==> src/rtl/core/signed_vector_angle_unit_assert.svh <==
// Assertion macros for the angle unit RTL.
`ifndef SIGNED_VECTOR_ANGLE_UNIT_ASSERT_SVH
`define SIGNED_VECTOR_ANGLE_UNIT_ASSERT_SVH

// Same-cycle implication, disabled while reset is asserted.
`define SVA_ASSERT_NOW(name, clk_i, rst_ni, ante, cons) \
	name: assert property (@(posedge clk_i) disable iff (!rst_ni) (ante) |-> (cons)) \
		else $error("signed_vector_angle_unit: assertion failed");

// Next-cycle implication, disabled while reset is asserted.
`define SVA_ASSERT_NEXT(name, clk_i, rst_ni, ante, cons) \
	name: assert property (@(posedge clk_i) disable iff (!rst_ni) (ante) |=> (cons)) \
		else $error("signed_vector_angle_unit: assertion failed");

`endif

==> src/rtl/core/sva_pkg.sv <==
package sva_pkg;

	// Internal datapath widths (cover component widths up to 32 bits)
	localparam int XW = 36;
	localparam int ZW = 36;
	localparam int MW = 33;
	localparam int MAG_TOP = 31;
	localparam int NORM_STEPS = 5;

	// Angle constants, Q.30 and Q2.13
	localparam logic signed [ZW-1:0] PI_Q30 = 36'sd3373259426;
	localparam logic signed [ZW-1:0] TWO_PI_Q30 = 36'sd6746518852;
	localparam logic signed [ZW-1:0] HALF_PI_Q30 = 36'sd1686629713;
	localparam logic signed [ZW-1:0] ROUND_HALF = 36'sd65536;
	localparam int FRAC_DROP = 17;
	localparam logic signed [15:0] PI_Q13 = 16'sd25736;
	localparam logic signed [15:0] HALF_PI_Q13 = 16'sd12868;
	localparam logic [14:0] PI_Q13_MAG = 15'd25736;

	// One vector in flight: components, angle accumulator, larger magnitude
	typedef struct packed {
		logic signed [XW-1:0] x;
		logic signed [XW-1:0] y;
		logic signed [ZW-1:0] z;
		logic [MW-1:0] m;
	} vec_t;

	// One beat moving down the row of cells
	typedef struct packed {
		logic valid;
		logic neg;
		logic zero;
		vec_t a;
		vec_t b;
	} beat_t;

	// atan(2^-i) in Q.30
	function automatic logic signed [ZW-1:0] atan_q30(input int unsigned idx);
		logic signed [ZW-1:0] r;
		begin
			case (idx)
				0: r = 36'sd843314857;
				1: r = 36'sd497837829;
				2: r = 36'sd263043837;
				3: r = 36'sd133525159;
				4: r = 36'sd67021687;
				5: r = 36'sd33543516;
				6: r = 36'sd16775851;
				7: r = 36'sd8388437;
				8: r = 36'sd4194283;
				9: r = 36'sd2097149;
				10: r = 36'sd1048576;
				11: r = 36'sd524288;
				12: r = 36'sd262144;
				13: r = 36'sd131072;
				14: r = 36'sd65536;
				15: r = 36'sd32768;
				16: r = 36'sd16384;
				17: r = 36'sd8192;
				18: r = 36'sd4096;
				19: r = 36'sd2048;
				20: r = 36'sd1024;
				21: r = 36'sd512;
				22: r = 36'sd256;
				23: r = 36'sd128;
				default: r = '0;
			endcase
			return r;
		end
	endfunction

endpackage

==> src/rtl/core/sva_norm_cell.sv <==
module sva_norm_cell #(
	parameter int SHIFT = 16
) (
	input  logic          clk,
	input  logic          arst_n,
	input  sva_pkg::beat_t prev,
	input  logic          hold_next,
	output sva_pkg::beat_t beat,
	output logic          hold
);

	sva_pkg::beat_t data_s1;
	sva_pkg::beat_t data_d;
	logic valid_s1;

	// Double a vector SHIFT times when its larger magnitude stays below 2^31
	function automatic sva_pkg::vec_t scale(input sva_pkg::vec_t v);
		sva_pkg::vec_t r;
		begin
			r = v;
			if ((v.m >> (sva_pkg::MAG_TOP - SHIFT)) == '0) begin
				r.x = v.x <<< SHIFT;
				r.y = v.y <<< SHIFT;
				r.m = v.m << SHIFT;
			end
			return r;
		end
	endfunction

	// Hold while this beat and everything downstream is stalled
	assign hold = valid_s1 && hold_next;

	// Advance the valid bit
	always_ff @(posedge clk or negedge arst_n) begin
		if (!arst_n) begin
			valid_s1 <= 1'b0;
		end else if (!hold) begin
			valid_s1 <= prev.valid;
		end
	end

	// Scale both vectors ahead of the payload register
	always_comb begin
		data_d = prev;
		data_d.a = scale(prev.a);
		data_d.b = scale(prev.b);
	end

	// Advance the payload
	always_ff @(posedge clk) begin
		if (!hold) begin
			data_s1 <= data_d;
		end
	end

	always_comb begin
		beat = data_s1;
		beat.valid = valid_s1;
	end

endmodule

==> config.mk <==
export PLATFORM = sky130hd
export DESIGN_NAME = sva_norm_cell
export DESIGN_NICKNAME = d
export VERILOG_FILES = /design/src/rtl/core/signed_vector_angle_unit_assert.svh /design/src/rtl/core/sva_pkg.sv /design/src/rtl/core/sva_norm_cell.sv
export SDC_FILE = /design/constraint.sdc
export NUM_CORES = 1
export LEC_CHECK = 0
export BUFFER_PORTS_ARGS = -buffer_cell sky130_fd_sc_hd__buf_2
export CELL_PAD_IN_SITES_DETAIL_PLACEMENT = 0
export CELL_PAD_IN_SITES_GLOBAL_PLACEMENT = 1
export CORE_AREA = 8 8 217 219
export CTS_CLUSTER_DIAMETER = 150
export DETAILED_ROUTE_END_ITERATION = 10
export DIE_AREA = 0 0 225 227
export GPL_TIMING_DRIVEN = 1
export PLACE_DENSITY = 0.66
export SYNTH_ARGS = -nofsm -noshare
export SYNTH_HDL_FRONTEND = slang
export SYNTH_SLANG_ARGS = --single-unit
==> constraint.sdc <==
create_clock -name clk -period 10.5 [get_ports clk]
set_input_delay 1.575 -clock clk [delete_from_list [all_inputs] [get_ports clk]]
set_output_delay 1.575 -clock clk [all_outputs]
set_load 0.1 [all_outputs]
==> flow_summary_export.csv <==
group,metric,value,unit
clocking,numCtsBuffers,34,
timing,final-hold-violation-count,0,
critical_path,cp-end-kind,"primary output",
place,placed_cell_area,14000,um2
finish,final_layout_size_suffix_gt1_share,58.3,%
routing,vias,6912,
timing,period_share,40.4,%
timing,slew_violations,0,
yosys,synth_compound_area_share,2.14,%
critical_path,r2r_start,"valid_s1",
finish,mostFrequentLayoutCells,"buf_2, edfxtp_1, nor2b_1",
global_route,antenna_found_initial,7,
pwr,p_int,2.15,mW
yosys,synth_seq_area_share,81.1,%
global_route,overflow,0,
finish,fin_area,15100,um2
pwr,vdd_drop_max,0.123,mV
yosys,synth_nets,823,
yosys,synthMuxAreaShare,8.54,%
place,globalplace.congestion,0.841,
yosys,yosysUniqueCellTypes,18,
routing,wl_per_cell,20.0,um
critical_path,setup.worst_path.start,"hold_next",
finish,area_delta_synth_final,43.4,%
global_route,grtUsageTotal,12.6,%
place,port_buffers,573,
routing,ant_nets,0,
yosys,yosys.area_share.adder,0,%
pwr,p_sw,1.15,mW
global_route,grt_pass1_vias,7356,
clocking,clock_sinks,285,
routing,drt-pass1-iter-count,4,
critical_path,crit_required,8930,ps
clocking,cts_root_buf,"clkbuf_16",
yosys,synth_area,10500,um2
clocking,htreeDepth,2,
timing,worstMarginPinSlew,1010,ps
die,num_io_pins,574,
yosys,synth-xor-area-share,0,%
pwr,p_leak,6.47,nW
timing,fin_worst_skew,8.40,ps
routing,drtIter0Drc,269,
die,dieArea,51100,um2
clocking,clock_latency,510,ps
routing,routed_via_density,3.97,
flow_run,maxCapViolations,0,
die,rows,77,
pwr,pwr-share-clk,34.7,%
finish,final_common_cell,"buf_2",
clocking,cts_resized,0,
yosys,synth_top_cell_area_share,80.9,%
yosys,yosysWarnings,0,
pwr,switching_share,34.8,%
pwr,combinationalPowerShare,23.9,%
run_status,status,"completed",
yosys,yosys.area_share.simple,6.48,%
timing,max_freq,236,MHz
global_route,grt_max_degree,88,
min_path,holdCritPathClass,"in2async",
timing,rsz0062_at_grt,"no",
clocking,clk_pin_slew,50,ps
critical_path,critPathLaunchType,"input port",
critical_path,crit_fanout,87,
routing,drc_errors,0,
finish,final_nets,1408,
pwr,seq_power_share,41.4,%
finish,nFillCells,4356,
yosys,synth_top_cell_by_area,"edfxtp_1",
clocking,clk_path_buf_depth,3,
timing,period_needed,4240,ps
critical_path,r2r-end,"beat[281]",
critical_path,rrSetupSlack,7330,ps
timing,setup_tns,0,ps
place,hpwl,27200,um
critical_path,path_class,"in2out",
clocking,postCtsSetupBuffers,0,
critical_path,worstRegToRegCells,3,
critical_path,worstPathArrival,2670,ps
routing,wirelength,34900,um
clocking,cts_hold_buffers,0,
die,start_util,24.2,%
die,fp.dieH,227,um
pwr,power_density,218,nW/um2
yosys,synth_cells,535,
yosys,synth_seq_cells,285,
die,core-area,43600,um2
yosys,synth_area_leaders,"edfxtp_1, nor2b_1, mux2_2, mux2_1, a21o_1",
global_route,grt_first_pass_wirelength,47700,um
timing,final-setup-viol-count,0,
timing,slew_headroom,32.7,%
clocking,cts_tree,"done",
yosys,synth_top_family_by_area,"multiplexers",
die,die_w,225,um
yosys,synth_area_per_cell,19.7,um2
finish,fin_util,34.7,%
==> critical path, cell delays in order <==
cell and delay, ps:
buf_2 130, nand2_8 350, inv_1 170, buf_2 440
==> cell type report <==
class,count,area (um2),area share [%]
multi-input cells,220,1840,12.1
clock buffers,49,971,6.42
inverters,1,3.75,0.0248
well taps,592,741,4.90
diodes,2,5.00,0.0331
repair buffers,578,2910,19.2
flip-flops and latches,285,8550,56.6
clock inverters,13,110,0.728
==> power by group through the flow <==
stage	combinational (mW)	sequential (mW)	clock, mW
finish	0.787	1.37	1.14
global route	0.807	1.37	1.23
CTS	0.795	1.37	1.19
detailed placement	0.795	1.39	0
global placement	0.793	1.39	0
floorplan	0.0539	1.97	0
==> cells in the mapped netlist, drive strengths merged <==
cell,n
a21o,30
buf,23
clkbuf,6
dfrtp,1
edfxtp,284
inv,1
mux2,80
nand2,1
nand2b,1
nand4,2
nor2,4
nor2b,94
nor4,6
or4,2
==> per-stage QoR <==
stage / instances / hold slack (ps) / setup WS (ps) / power [mW]
6_report: 1740 / 823 / 6260 / 3.30
5_1_grt: 1738 / 782 / 6150 / 3.41
4_1_cts: 1738 / 774 / 6230 / 3.35
3_5_place_dp: 1676 / 1130 / 5890 / 2.19
3_3_place_gp: 1676 / 1060 / 5930 / 2.18
2_1_floorplan: 535 / 1280 / 2120 / 2.03
==> how the worst max path moves through the flow <==
stage	to	slack [ps]	cells past startpoint
2_1_floorplan	hold	2120	2
3_3_place_gp	beat[241]	5930	6
3_5_place_dp	beat[127]	5890	5
4_1_cts	hold	6230	4
5_1_grt	hold	6150	4
6_report	hold	6260	4
==> kinds of logic after synthesis <==
| family | after synthesis |
|---|---|
| simple gates | 110 |
| compound gates | 30 |
| buf+inv | 30 |
| flops | 285 |
| mux | 80 |
==> routing by layer <==
layer  GRT usage, %  part of all wire [%]
met5              0                  0.11
met4           3.57                   1.9
met3           5.20                   9.7
met2           22.2                    51
met1           13.7                    37
==> state kept, by name, summed over array words and instances (netlist names) <==
| name | cells |
|---|---|
| beat | 284 |
| valid_s1 | 1 |
Power figures use the tool's default switching activity.
