**src/rtl/core/signed_vector_angle_unit_assert.svh**
```systemverilog
// Assertion macros for the angle unit RTL.
`ifndef SIGNED_VECTOR_ANGLE_UNIT_ASSERT_SVH
`define SIGNED_VECTOR_ANGLE_UNIT_ASSERT_SVH

// Same-cycle implication, disabled while reset is asserted.
`define SVA_ASSERT_NOW(name, clk_i, rst_ni, ante, cons) \
	name: assert property (@(posedge clk_i) disable iff (!rst_ni) (ante) |-> (cons)) \
		else $error("signed_vector_angle_unit: assertion failed");

// Next-cycle implication, disabled while reset is asserted.
`define SVA_ASSERT_NEXT(name, clk_i, rst_ni, ante, cons) \
	name: assert property (@(posedge clk_i) disable iff (!rst_ni) (ante) |=> (cons)) \
		else $error("signed_vector_angle_unit: assertion failed");

`endif

```
**src/rtl/core/sva_pkg.sv**
```systemverilog
package sva_pkg;

	// Internal datapath widths (cover component widths up to 32 bits)
	localparam int XW = 36;
	localparam int ZW = 36;
	localparam int MW = 33;
	localparam int MAG_TOP = 31;
	localparam int NORM_STEPS = 5;

	// Angle constants, Q.30 and Q2.13
	localparam logic signed [ZW-1:0] PI_Q30 = 36'sd3373259426;
	localparam logic signed [ZW-1:0] TWO_PI_Q30 = 36'sd6746518852;
	localparam logic signed [ZW-1:0] HALF_PI_Q30 = 36'sd1686629713;
	localparam logic signed [ZW-1:0] ROUND_HALF = 36'sd65536;
	localparam int FRAC_DROP = 17;
	localparam logic signed [15:0] PI_Q13 = 16'sd25736;
	localparam logic signed [15:0] HALF_PI_Q13 = 16'sd12868;
	localparam logic [14:0] PI_Q13_MAG = 15'd25736;

	// One vector in flight: components, angle accumulator, larger magnitude
	typedef struct packed {
		logic signed [XW-1:0] x;
		logic signed [XW-1:0] y;
		logic signed [ZW-1:0] z;
		logic [MW-1:0] m;
	} vec_t;

	// One beat moving down the row of cells
	typedef struct packed {
		logic valid;
		logic neg;
		logic zero;
		vec_t a;
		vec_t b;
	} beat_t;

	// atan(2^-i) in Q.30
	function automatic logic signed [ZW-1:0] atan_q30(input int unsigned idx);
		logic signed [ZW-1:0] r;
		begin
			case (idx)
				0: r = 36'sd843314857;
				1: r = 36'sd497837829;
				2: r = 36'sd263043837;
				3: r = 36'sd133525159;
				4: r = 36'sd67021687;
				5: r = 36'sd33543516;
				6: r = 36'sd16775851;
				7: r = 36'sd8388437;
				8: r = 36'sd4194283;
				9: r = 36'sd2097149;
				10: r = 36'sd1048576;
				11: r = 36'sd524288;
				12: r = 36'sd262144;
				13: r = 36'sd131072;
				14: r = 36'sd65536;
				15: r = 36'sd32768;
				16: r = 36'sd16384;
				17: r = 36'sd8192;
				18: r = 36'sd4096;
				19: r = 36'sd2048;
				20: r = 36'sd1024;
				21: r = 36'sd512;
				22: r = 36'sd256;
				23: r = 36'sd128;
				default: r = '0;
			endcase
			return r;
		end
	endfunction

endpackage

```
**src/rtl/core/sva_cordic_cell.sv**
```systemverilog
module sva_cordic_cell #(
	parameter int STAGE = 0
) (
	input  logic          clk,
	input  logic          arst_n,
	input  sva_pkg::beat_t prev,
	input  logic          hold_next,
	output sva_pkg::beat_t beat,
	output logic          hold
);

	sva_pkg::beat_t data_s1;
	sva_pkg::beat_t data_d;
	logic valid_s1;

	// One vectoring micro-rotation, driving y toward zero
	function automatic sva_pkg::vec_t rotate(input sva_pkg::vec_t v);
		sva_pkg::vec_t r;
		logic signed [sva_pkg::XW-1:0] xs;
		logic signed [sva_pkg::XW-1:0] ys;
		begin
			r = v;
			xs = $signed(v.x) >>> STAGE;
			ys = $signed(v.y) >>> STAGE;
			if (!v.y[sva_pkg::XW-1]) begin
				r.x = v.x + ys;
				r.y = v.y - xs;
				r.z = v.z + sva_pkg::atan_q30(STAGE);
			end else begin
				r.x = v.x - ys;
				r.y = v.y + xs;
				r.z = v.z - sva_pkg::atan_q30(STAGE);
			end
			return r;
		end
	endfunction

	// Hold while this beat and everything downstream is stalled
	assign hold = valid_s1 && hold_next;

	// Advance the valid bit
	always_ff @(posedge clk or negedge arst_n) begin
		if (!arst_n) begin
			valid_s1 <= 1'b0;
		end else if (!hold) begin
			valid_s1 <= prev.valid;
		end
	end

	// Rotate both vectors ahead of the payload register
	always_comb begin
		data_d = prev;
		data_d.a = rotate(prev.a);
		data_d.b = rotate(prev.b);
	end

	// Advance the payload
	always_ff @(posedge clk) begin
		if (!hold) begin
			data_s1 <= data_d;
		end
	end

	always_comb begin
		beat = data_s1;
		beat.valid = valid_s1;
	end

endmodule

```
**config.mk**
```make
export PLATFORM = sky130hd
export DESIGN_NAME = sva_cordic_cell
export DESIGN_NICKNAME = d
export VERILOG_FILES = /design/src/rtl/core/signed_vector_angle_unit_assert.svh /design/src/rtl/core/sva_pkg.sv /design/src/rtl/core/sva_cordic_cell.sv
export SDC_FILE = /design/constraint.sdc
export NUM_CORES = 1
export LEC_CHECK = 0
export BUFFER_PORTS_ARGS = -buffer_cell sky130_fd_sc_hd__buf_2
export CAP_MARGIN = 15
export CORE_UTILIZATION = 45
export CTS_CLUSTER_DIAMETER = 120
export DETAILED_ROUTE_END_ITERATION = 8
export GPL_TIMING_DRIVEN = 0
export HOLD_SLACK_MARGIN = 0.03
export PLACE_DENSITY = 0.71
export SYNTH_ARGS = -nofsm -noshare
export SYNTH_HDL_FRONTEND = slang
export SYNTH_SLANG_ARGS = --single-unit
export TNS_END_PERCENT = 10
```
**constraint.sdc**
```tcl
create_clock -name clk -period 9.95 [get_ports clk]
set_input_delay 0.995 -clock clk [delete_from_list [all_inputs] [get_ports clk]]
set_output_delay 0.995 -clock clk [all_outputs]
set_load 0.02 [all_outputs]
```
==> flow_metrics.py <==
metrics = {
    "synth": {
        "synth_top_family_by_area": "compound AO/OA/AOI/OAI gates",
        "synth_seq_area_share_pct": 34.0,
        "yosys_warnings": 0,
        "synthMuxAreaShare_pct": 1.52,
        "synth-seq-cells": 283,
        "yosys-top-cells-area": "edfxtp_1 (34%), ha_1 (14%), a21oi_1 (6.5%), xnor2_1 (5.3%), a21o_1 (3.8%)",
        "synthAdderAreaFrac_pct": 15.0,
        "async_flop_share_pct": 0.353,
        "synth-simple-area-share_pct": 12.4,
        "ys_types": 93,
        "synth_area_per_cell_um2": 9.01,
        "synth_edf_count": 282,
        "syn_nets": 3352,
        "synthXorXnorAreaFrac_pct": 6.88,
        "ys.flop_type": "edfxtp_1",
        "netlist_area_mm2": 0.0250,
        "syn_inst": 2770,
        "synth_compound_area_share_pct": 24.9,
        "synth_top_area_share_pct": 33.9,
        "synth_top_area_cell": "edfxtp_1",
    },
    "critical_path": {
        "crit_path_end_kind": "flop",
        "crit_type": "in -> reg",
        "required_ps": 10250,
        "crit_end": "beat[208]",
        "r2r_cells": 4,
        "startpoint": "prev[245]",
        "reg2reg_to": "beat[163]",
        "cpMostUsedCell": "a31oi_1",
        "cp_data_arrival_time_ps": 5600,
        "cp_slowest_stage_delay_ps": 510,
        "reg2reg_slack_ps": 7630,
        "r2r-start": "valid_s1",
        "cp_slowest_cell": "fa_1",
        "crit_fanout": 25,
        "worstPathCellList": "buf_2 > clkbuf_1 > inv_1 > clkbuf_1 > buf_2 > fa_1 > nor2b_1 > o2111ai_1 > a31oi_1 > o21ai_1 > o31ai_2 > a31oi_1 > o21bai_1 > a31oi_1 > xnor2_1",
        "worstSetupStartpointType": "primary input",
    },
    "route": {
        "viasPerCell": 5.82,
        "drc": 0,
        "post_drt_wl_per_cell_um": 21.9,
        "wl_um": 91200,
        "dr_total_vias": 24200,
        "final_antenna_net_count": 0,
        "dr.pass1.iters": 8,
        "drt_iter0_drc": 2646,
    },
    "layout": {
        "fin_nets": 3967,
        "final_cell_mix": "buf_2 (594), a21oi_1 (325), ha_1 (286)",
        "drive_gt1_share_pct": 20.7,
        "instances_no_fill": 4164,
        "final_common_cell": "buf_2",
        "area_growth_pct": 20.5,
        "nFillCells": 5080,
    },
    "placed_design": {
        "place_inst": 4086,
        "port_buffers": 573,
        "pre_cts_ws_ps": 4180,
        "hpwl_um": 72700,
        "gp_congestion": 1.02,
    },
    "floorplan": {
        "rows": 85,
        "core_area_mm2": 0.0543,
        "die_w_um": 238,
        "die_y_um": 238,
        "die_area_mm2": 0.0564,
        "initial_core_util_pct": 45.9,
        "pin_count": 574,
    },
    "power": {
        "cellPowerDensity_mw_per_mm2": 157,
        "total_leakage_power_uw": 0.0137,
        "p_total_uw": 4710,
        "vdd_drop_max_uv": 132,
    },
    "clocking": {
        "cts_max_path_buffers": 3,
        "cts-buffers-inserted": 36,
        "cts_tree": "yes",
        "clockRootBuffer": "clkbuf_16",
        "clkSinkCount": 283,
        "ctsHoldBuffers": 0,
        "h-tree-depth": 2,
        "post_cts_resized": 0,
        "clk_latency_ps": 560,
        "cts_setup_buffers": 0,
        "cts.reportedPaths.clkPinSlew_ps": 60,
    },
    "grt": {
        "grt_pass1_vias": 23000,
        "grt_max_degree": 75,
        "grt_pass1_wl_um": 135000,
        "antenna_found_initial": 25,
        "grt_overflow": 0,
        "grtUsageTotal_pct": 31.0,
    },
    "sta": {
        "fin_ws_ps": 4650,
        "worst_pin_slew_ps": 1130,
        "drv_slew": 0,
        "finalClockSkew_ps": 13.1,
        "hold_viol_final": 0,
        "rsz0062_at_grt": "false",
        "setup_tns_ps": 0,
        "whs_ps": 207,
        "layout_min_cycle_time_ps": 5300,
        "fmax_mhz": 189,
        "setup_violations": 0,
        "slew_headroom_pct": 24.3,
        "finalCritPeriodShare_pct": 53.2,
    },
    "min_path": {
        "hp-class": "in -> async",
    },
    "run": {
        "max-cap-violations": 0,
    },
    "status": {
        "status": "finished, final reports clean",
    },
}
worst min-delay path by stage:
stage,startpoint,end,slack [ps],depth (start not counted)
2_1_floorplan,arst_n,valid_s1,700,0
3_3_place_gp,arst_n,valid_s1,770,1
3_5_place_dp,arst_n,valid_s1,770,1
4_1_cts,arst_n,valid_s1,170,1
5_1_grt,arst_n,valid_s1,180,1
6_report,arst_n,valid_s1,210,1
stage by stage:
stage                     instance area [µm²]  utilization [%]
final                                   30100             55.4
after global routing                    30100             55.4
after CTS                               30100             55.3
after detailed placement                28900             53.1
after global placement                  28800             52.9
after floorplan                         25000                -
cell usage after synthesis (6+ instances only):
cell type	count
a21oi_1	325
ha_1	286
edfxtp_1	282
inv_1	218
nor2_1	203
xnor2_1	152
nand2_1	151
o21ai_0	147
a21o_1	125
nor3_1	67
clkbuf_1	65
o21bai_1	61
o21ai_1	45
xor2_1	44
nand4_1	40
mux2i_1	38
nand3_1	38
nor2b_1	33
o21a_1	29
a211oi_1	24
nand2b_1	24
o211ai_1	23
a31oi_1	20
buf_2	20
buf_1	19
and3_1	18
or3_1	18
o22ai_1	16
nor4_1	14
o31ai_1	12
a21boi_0	11
o2111ai_1	11
and2_1	10
o31a_1	9
a211o_1	8
fa_1	8
inv_2	8
o21ba_2	8
a221oi_1	7
or4_1	6
state kept, by name, indices dropped and copies added (netlist names):
signal,flops
valid_s1,1
beat,282
final cells by class:
class | instances | area [µm²] | area share (%)
diodes | 14 | 35.0 | 0.116
plain buffers | 111 | 478 | 1.59
clock buffers | 42 | 933 | 3.10
clock inverters | 22 | 248 | 0.823
inverters | 231 | 867 | 2.88
multi-input cells | 2145 | 15100 | 50.3
flip-flops and latches | 283 | 8490 | 28.2
well taps | 739 | 925 | 3.07
repair buffers | 577 | 2970 | 9.87
cell families after synthesis:
family	count (synthesis)
compound gates	968
mux	38
xor+xnor	196
flops	283
fa+ha+maj	294
buf+inv	342
simple gates	649
worst max-delay path: cells and delay by family:
family,cells,cell delay (ps)
buf+inv,5,1880
compound gates,7,1860
fa+ha+maj,1,510
xor+xnor,1,150
simple gates,1,180
power breakdown:
group,switching [µW],internal [µW]
logic,1160,603
clock network,563,764
registers,56.6,1570
total,1780,2930
metal layers:
layer	routed length [µm]	GRT usage, %	vias to the layer above
li1	-	-	11300
met1	36800	39.7	11300
met2	41400	49.7	1252
met3	8790	7.35	277
met4	4150	14.0	18
met5	124	0	-
Note: power is estimated with default switching activity, not from simulation.
