### config.mk
export PLATFORM = sky130hd
export DESIGN_NAME = sva_tail_flat
export DESIGN_NICKNAME = d
export VERILOG_FILES = /design/src/rtl/core/signed_vector_angle_unit_assert.svh /design/src/rtl/core/sva_pkg.sv /design/src/rtl/core/sva_res_if.sv /design/src/rtl/core/sva_tail.sv /design/src/flat_wrapper.sv
export SDC_FILE = /design/constraint.sdc
export NUM_CORES = 1
export LEC_CHECK = 0
export BUFFER_PORTS_ARGS = -buffer_cell sky130_fd_sc_hd__buf_2
export CORE_UTILIZATION = 52
export DETAILED_ROUTE_END_ITERATION = 10
export HOLD_SLACK_MARGIN = 0.08
export PLACE_DENSITY = 0.79
export SETUP_SLACK_MARGIN = 0.5
export SLEW_MARGIN = 10
export SYNTH_ARGS = -nofsm -noshare
export SYNTH_HDL_FRONTEND = slang
export SYNTH_SLANG_ARGS = --single-unit
export TNS_END_PERCENT = 100
### constraint.sdc
create_clock -name clk -period 4.55 [get_ports clk]
set_clock_uncertainty 0.1 [all_clocks]
set_input_delay 0 -clock clk [delete_from_list [all_inputs] [get_ports clk]]
set_output_delay 0 -clock clk [all_outputs]
set_load 0.005 [all_outputs]
### src/rtl/core/signed_vector_angle_unit_assert.svh
// Assertion macros for the angle unit RTL.
`ifndef SIGNED_VECTOR_ANGLE_UNIT_ASSERT_SVH
`define SIGNED_VECTOR_ANGLE_UNIT_ASSERT_SVH

// Same-cycle implication, disabled while reset is asserted.
`define SVA_ASSERT_NOW(name, clk_i, rst_ni, ante, cons) \
	name: assert property (@(posedge clk_i) disable iff (!rst_ni) (ante) |-> (cons)) \
		else $error("signed_vector_angle_unit: assertion failed");

// Next-cycle implication, disabled while reset is asserted.
`define SVA_ASSERT_NEXT(name, clk_i, rst_ni, ante, cons) \
	name: assert property (@(posedge clk_i) disable iff (!rst_ni) (ante) |=> (cons)) \
		else $error("signed_vector_angle_unit: assertion failed");

`endif

### src/rtl/core/sva_pkg.sv
package sva_pkg;

	// Internal datapath widths (cover component widths up to 32 bits)
	localparam int XW = 36;
	localparam int ZW = 36;
	localparam int MW = 33;
	localparam int MAG_TOP = 31;
	localparam int NORM_STEPS = 5;

	// Angle constants, Q.30 and Q2.13
	localparam logic signed [ZW-1:0] PI_Q30 = 36'sd3373259426;
	localparam logic signed [ZW-1:0] TWO_PI_Q30 = 36'sd6746518852;
	localparam logic signed [ZW-1:0] HALF_PI_Q30 = 36'sd1686629713;
	localparam logic signed [ZW-1:0] ROUND_HALF = 36'sd65536;
	localparam int FRAC_DROP = 17;
	localparam logic signed [15:0] PI_Q13 = 16'sd25736;
	localparam logic signed [15:0] HALF_PI_Q13 = 16'sd12868;
	localparam logic [14:0] PI_Q13_MAG = 15'd25736;

	// One vector in flight: components, angle accumulator, larger magnitude
	typedef struct packed {
		logic signed [XW-1:0] x;
		logic signed [XW-1:0] y;
		logic signed [ZW-1:0] z;
		logic [MW-1:0] m;
	} vec_t;

	// One beat moving down the row of cells
	typedef struct packed {
		logic valid;
		logic neg;
		logic zero;
		vec_t a;
		vec_t b;
	} beat_t;

	// atan(2^-i) in Q.30
	function automatic logic signed [ZW-1:0] atan_q30(input int unsigned idx);
		logic signed [ZW-1:0] r;
		begin
			case (idx)
				0: r = 36'sd843314857;
				1: r = 36'sd497837829;
				2: r = 36'sd263043837;
				3: r = 36'sd133525159;
				4: r = 36'sd67021687;
				5: r = 36'sd33543516;
				6: r = 36'sd16775851;
				7: r = 36'sd8388437;
				8: r = 36'sd4194283;
				9: r = 36'sd2097149;
				10: r = 36'sd1048576;
				11: r = 36'sd524288;
				12: r = 36'sd262144;
				13: r = 36'sd131072;
				14: r = 36'sd65536;
				15: r = 36'sd32768;
				16: r = 36'sd16384;
				17: r = 36'sd8192;
				18: r = 36'sd4096;
				19: r = 36'sd2048;
				20: r = 36'sd1024;
				21: r = 36'sd512;
				22: r = 36'sd256;
				23: r = 36'sd128;
				default: r = '0;
			endcase
			return r;
		end
	endfunction

endpackage

### src/rtl/core/sva_res_if.sv
interface sva_res_if;
	logic valid;
	logic ready;
	logic signed [15:0] angle_rad;
	logic zero_vector;

	modport source (output valid, angle_rad, zero_vector, input ready);
	modport sink (input valid, angle_rad, zero_vector, output ready);
endinterface

### src/rtl/core/sva_tail.sv
module sva_tail (
	input  logic          clk,
	input  logic          arst_n,
	input  sva_pkg::beat_t prev,
	input  logic          fold,
	output logic          hold,
	sva_res_if.source     res
);

	logic valid_s1, valid_s2, valid_s3;
	logic hold_s1, hold_s2, hold_s3;
	logic neg_s1, neg_s2;
	logic zero_s1, zero_s2;
	logic signed [sva_pkg::ZW-1:0] diff_s1;
	logic [14:0] mag_s2;
	logic signed [15:0] angle_s3;
	logic zero_s3;

	logic signed [sva_pkg::ZW-1:0] diff;
	logic signed [sva_pkg::ZW-1:0] wrapped;
	logic signed [sva_pkg::ZW-1:0] absd;
	logic signed [sva_pkg::ZW-1:0] rsum;
	logic [sva_pkg::ZW-sva_pkg::FRAC_DROP-1:0] rounded;
	logic [14:0] capped;
	logic signed [15:0] signed_ang;
	logic signed [15:0] folded;

	// Stall chain from the output register back
	assign hold_s3 = valid_s3 && !res.ready;
	assign hold_s2 = valid_s2 && hold_s3;
	assign hold_s1 = valid_s1 && hold_s2;
	assign hold = hold_s1;

	// Difference of directions, wrapped into (-pi, pi]
	always_comb begin
		diff = prev.b.z - prev.a.z;
		if (diff > sva_pkg::PI_Q30) begin
			wrapped = diff - sva_pkg::TWO_PI_Q30;
		end else if (diff <= -sva_pkg::PI_Q30) begin
			wrapped = diff + sva_pkg::TWO_PI_Q30;
		end else begin
			wrapped = diff;
		end
	end

	// Magnitude, round to Q2.13, cap at pi
	always_comb begin
		absd = diff_s1[sva_pkg::ZW-1] ? -diff_s1 : diff_s1;
		rsum = absd + sva_pkg::ROUND_HALF;
		rounded = rsum[sva_pkg::ZW-1:sva_pkg::FRAC_DROP];
		if (rounded > {{(sva_pkg::ZW-sva_pkg::FRAC_DROP-15){1'b0}}, sva_pkg::PI_Q13_MAG}) begin
			capped = sva_pkg::PI_Q13_MAG;
		end else begin
			capped = rounded[14:0];
		end
	end

	// Apply sign rule, optional fold, zero override
	always_comb begin
		signed_ang = neg_s2 ? -$signed({1'b0, mag_s2}) : $signed({1'b0, mag_s2});
		folded = signed_ang;
		if (fold) begin
			if (signed_ang > sva_pkg::HALF_PI_Q13) begin
				folded = signed_ang - sva_pkg::PI_Q13;
			end else if (signed_ang < -sva_pkg::HALF_PI_Q13) begin
				folded = signed_ang + sva_pkg::PI_Q13;
			end
		end
		if (zero_s2) begin
			folded = '0;
		end
	end

	// Advance valid bits
	always_ff @(posedge clk or negedge arst_n) begin
		if (!arst_n) begin
			valid_s1 <= 1'b0;
			valid_s2 <= 1'b0;
			valid_s3 <= 1'b0;
		end else begin
			if (!hold_s1) begin
				valid_s1 <= prev.valid;
			end
			if (!hold_s2) begin
				valid_s2 <= valid_s1;
			end
			if (!hold_s3) begin
				valid_s3 <= valid_s2;
			end
		end
	end

	// Advance payload
	always_ff @(posedge clk) begin
		if (!hold_s1) begin
			diff_s1 <= wrapped;
			neg_s1 <= prev.neg;
			zero_s1 <= prev.zero;
		end
		if (!hold_s2) begin
			mag_s2 <= capped;
			neg_s2 <= neg_s1;
			zero_s2 <= zero_s1;
		end
		if (!hold_s3) begin
			angle_s3 <= folded;
			zero_s3 <= zero_s2;
		end
	end

	assign res.valid = valid_s3;
	assign res.angle_rad = angle_s3;
	assign res.zero_vector = zero_s3;

endmodule

### src/flat_wrapper.sv
// flat-port wrapper written by rule: the top's interface ports become plain ports
module sva_tail_flat 
  (clk, arst_n, prev, fold, hold, res_valid, res_angle_rad, res_zero_vector, res_ready);
  sva_res_if res_i ();
  input  logic clk;
  input  logic arst_n;
  input  sva_pkg::beat_t prev;
  input  logic fold;
  output logic hold;
  output wire logic [$bits(res_i.valid)-1:0] res_valid;
  output wire logic [$bits(res_i.angle_rad)-1:0] res_angle_rad;
  output wire logic [$bits(res_i.zero_vector)-1:0] res_zero_vector;
  input wire logic [$bits(res_i.ready)-1:0] res_ready;
  assign res_valid = res_i.valid;
  assign res_angle_rad = res_i.angle_rad;
  assign res_zero_vector = res_i.zero_vector;
  assign res_i.ready = res_ready;
  sva_tail u_core (.clk(clk), .arst_n(arst_n), .prev(prev), .fold(fold), .hold(hold), .res(res_i));
endmodule
==> summary.txt <==
====================================================================================
Width of the die ......................................................       133 um
Synth warnings ........................................................            0
# setup viols final ...................................................            0
Number of global-route vias before repair .............................         7921
R2R Path Start ........................................................ u_core.mag_s2[4]$_SDFFCE_PN0N_
Critical Path Stages ..................................................           18
Share of the synthesized area in the top cell type ....................        24.4%
Data arrival, critical path ...........................................      3.89 ns
First-pass GRT wire length ............................................     35500 um
Tot GR Track Use ......................................................        24.2%
Die Y .................................................................       133 um
Design area ...........................................................   0.0105 mm2
Largest net degree at the start of global routing .....................           41
Number of diodes ......................................................            0
Overall overflow remaining after global route .........................            0
Largest area contributor in the netlist ............................... sky130_fd_sc_hd__edfxtp_1
Commonest non-fill, non-tap cell in the layout ........................ sky130_fd_sc_hd__buf_2
CP most frequent cell ................................................. sky130_fd_sc_hd__buf_4
Root buf cell ......................................................... sky130_fd_sc_hd__clkbuf_16
Final worst path period share .........................................        85.7%
Share of flip-flops with an asynchronous set or reset after synthesis .        4.00%
Endpoint required time on the critical path ...........................      4.54 ns
Finished Core Util ....................................................        63.6%
Post-synthesis sequential area ratio ..................................        25.2%
Critical path cell sequence ........................................... buf_2 -> ha_1 -> a21o_1 -> a31o_1 -> a41oi_2 -> o211ai_2 -> or3_1 -> nand4_1 -> buf_4 -> a2111oi_4 -> buf_4 -> a211o_4 -> a2111oi_4 -> buf_4 -> buf_6 -> nor4_1 -> a2bb2o_2 -> xor2_1
Worst hold path cell count ............................................            2
Maximum clock insertion buffer count ..................................            2
Clock Sinks ...........................................................           75
Max-slew violation total from the final report ........................            0
Layout cells sized above 1 ............................................        22.9%
Count of TritonRoute iterations in the first routing pass .............            6
Die footprint .........................................................   0.0176 mm2
Flop2flop setup slack .................................................      0.74 ns
Routed Antenna Nets ...................................................            0
Floorplan row count ...................................................           47
Critical path's largest stage delay ...................................      0.39 ns
Cells after synthesis .................................................         1080
Bufs and invs on worst path ...........................................            5
Worst vdd ir ..........................................................       272 uV
Worst slew pin tran ...................................................     0.931 ns
P_leak ................................................................      4.24 nW
Worst min-delay path category ......................................... input port to flop
Cell Area, Placed .....................................................  0.00975 mm2
Worst slack on hold paths .............................................     0.293 ns
Class of the most critical setup path ................................. input port to flop
CP top delay family ................................................... compound AO/OA/AOI/OAI gates
Remaining DRCs ........................................................            0
Clock slew seen by the registers of the worst setup and hold paths ....      0.06 ns
Syn Nets ..............................................................         1413
Area of the mapped netlist ............................................  0.00886 mm2
RSZ-0062 raised after global routing ..................................           no
CP endpoint kind ......................................................         flop
Starting density of the core ..........................................        53.4%
Initial antenna violation count .......................................            0
Type of element launching the critical path ...........................   input port
Number of top-level pins ..............................................          308
Mean area per synthesized cell ........................................     8.21 um2
HPWL after detailed placement .........................................     16800 um
Commonest cells after routing, fill and taps aside .................... sky130_fd_sc_hd__buf_2, sky130_fd_sc_hd__nand2_1, sky130_fd_sc_hd__nor2_1
Number of synthesized register bits ...................................           75
Final weighted congestion in routability-driven placement .............        0.908
Max-cap violation count ...............................................            0
Count of different cell masters after synthesis .......................          104
Slowest library cell on the worst path ................................ sky130_fd_sc_hd__ha_1
Sequential share of power .............................................        28.8%
Routed wire length ....................................................     21500 um
Clk_lat worst skew ....................................................      0.34 ns
Gate power share ......................................................        57.4%
Internal power ........................................................      2.63 mW
R2R depth .............................................................           13
Via count normalized by instance count ................................         5.95
Most instantiated flip-flop cell in the synthesis netlist ............. sky130_fd_sc_hd__edfxtp_1
Total negative slack for setup checks .................................         0 ns
Number of flops mapped to enable cells by yosys .......................           72
Core box area .........................................................   0.0166 mm2
Dominant cells by area after synthesis ................................ sky130_fd_sc_hd__edfxtp_1, sky130_fd_sc_hd__ha_1, sky130_fd_sc_hd__xnor2_1
Capturing element of the worst setup path ............................. u_core.diff_s1[19]$_DFFE_PN_
H-Tree Level Count ....................................................            3
Power density over the cells ..........................................   436 mW/mm2
Number of port buffers ................................................           97
Number of buffers added by the clock tree synthesis step ..............            9
Critical Path Fanout Max ..............................................            7
Endpoint of the most critical register-to-register path ............... u_core.res.angle_rad[6]$_SDFFCE_PP0N_
Part of the total power dissipated in the clock network ...............        13.8%
Switching power summed over all nets ..................................      1.96 mW
Final period demand of the worst path .................................      3.90 ns
Hold path startpoint ..................................................    prev[282]
Final-stage net count .................................................         1545
Endpoints failing hold ................................................            0
Post-DR wirelength/cell ...............................................      15.0 um
Highest attainable clock frequency ....................................      256 MHz
Vias after detailed routing ...........................................         8547
TritonCTS clock tree ..................................................          yes
Layout-stage area growth over the synthesis result ....................        18.9%
DRT iter0 DRCs ........................................................          623
Status ................................................................ finished, final reports clean
Slew Limit Headroom ...................................................        37.9%
Sw Share ..............................................................        42.8%
CP Launch Point .......................................................     prev[39]
====================================================================================
cells in the mapped netlist (18+ instances only):
master and n:
sky130_fd_sc_hd__a21o_1 19, sky130_fd_sc_hd__a21oi_1 76, sky130_fd_sc_hd__and3_1 20, sky130_fd_sc_hd__clkbuf_1 27, sky130_fd_sc_hd__edfxtp_1 72, sky130_fd_sc_hd__ha_1 43, sky130_fd_sc_hd__inv_1 69, sky130_fd_sc_hd__nand2_1 94
sky130_fd_sc_hd__nand3_1 24, sky130_fd_sc_hd__nor2_1 86, sky130_fd_sc_hd__nor3_1 27, sky130_fd_sc_hd__o21ai_0 53, sky130_fd_sc_hd__or3_1 18, sky130_fd_sc_hd__xnor2_1 56, sky130_fd_sc_hd__xor2_1 45
flip-flops by register name, summed over array words and instances, names as in the netlist:
| name | count |
|---|---|
| u_core.valid_s2 | 1 |
| u_core.valid_s1 | 1 |
| u_core.res.zero_vector | 1 |
| u_core.diff_s1 | 36 |
| u_core.res.angle_rad | 16 |
| u_core.neg_s2 | 1 |
| u_core.zero_s1 | 1 |
| u_core.res.valid | 1 |
| u_core.mag_s2 | 15 |
| u_core.neg_s1 | 1 |
| u_core.zero_s2 | 1 |
power by group through the flow:
stage          logic (mW)  registers [mW]  clock network, mW
3_5_place_dp         2.40            1.32                  0
3_3_place_gp         2.35            1.30                  0
4_1_cts              2.42            1.30              0.644
6_report             2.64            1.32              0.635
5_1_grt              2.93            1.36              0.671
2_1_floorplan        1.90            1.22                  0
worst register-to-register path: cells and delay by family, from the launching register on:
kind            cells  cell delay, ns
compound gates      4            0.88
xor+xnor            2            0.43
buf+inv             2            0.33
flops               1            0.44
simple gates        5            1.36
cell type report:
| type | count | area, um2 |
|---|---|---|
| clock buffer | 13 | 250 |
| sequential | 75 | 2240 |
| fill | 1456 | 6040 |
| clock inverter | 3 | 15.0 |
| multi-input combinational | 888 | 6430 |
| timing repair buffer | 169 | 1070 |
| tap | 220 | 275 |
| inverter | 69 | 259 |
stage by stage:
stage | instances | power (mW) | setup WS, ns
2_1_floorplan | 1080 | 3.12 | 0.696
3_3_place_gp | 1395 | 3.65 | 0.208
3_5_place_dp | 1395 | 3.72 | 0.185
4_1_cts | 1420 | 4.37 | 0.507
5_1_grt | 1437 | 4.95 | 0.472
6_report | 1437 | 4.59 | 0.649
logic make-up (layout without fill, tap and decap cells):
group                    Yosys count  after routing  share of synthesized area, %
AND/OR/NAND/NOR                  390            391                          22.7
AO/OA/AOI/OAI                    337            337                          27.9
buffers and inverters            118            254                          5.73
XOR/XNOR                         105            105                          10.8
flip-flops                        75             75                          25.2
adder cells (fa/ha/maj)           44             44                          6.30
multiplexers                      11             11                          1.27
per-layer routing:
metal | routed length, um | GRT usage (%) | vias up
met4 | 832 | 11.0 | 0
li1 | - | - | 4289
met2 | 10700 | 43.0 | 282
met5 | 0 | 0 | -
met1 | 9100 | 29.7 | 3909
met3 | 847 | 2.30 | 67
worst min path at each step:
stage                                         to  slack, ns
floorplan           u_core.res.valid$_DFFE_PN0N_      -0.40
global placement     u_core.valid_s1$_DFFE_PN0N_      -0.27
detailed placement   u_core.valid_s1$_DFFE_PN0N_      -0.27
CTS                      u_core.neg_s1$_DFFE_PN_       0.29
global route             u_core.neg_s1$_DFFE_PN_       0.30
finish                  u_core.zero_s1$_DFFE_PN_       0.29
what timing repair did:
| item | in CTS | in global routing |
|---|---|---|
| setup endpoints to repair | 2 | 61 |
| gates cloned | 0 | 1 |
| hold buffers | 9 | 0 |
| buffers inserted | 0 | 16 |
| pin swaps | 0 | 28 |
| hold endpoints to repair | 12 | 0 |
| gates resized for setup | 1 | 66 |
No activity file was read; power rests on OpenSTA's default activity.
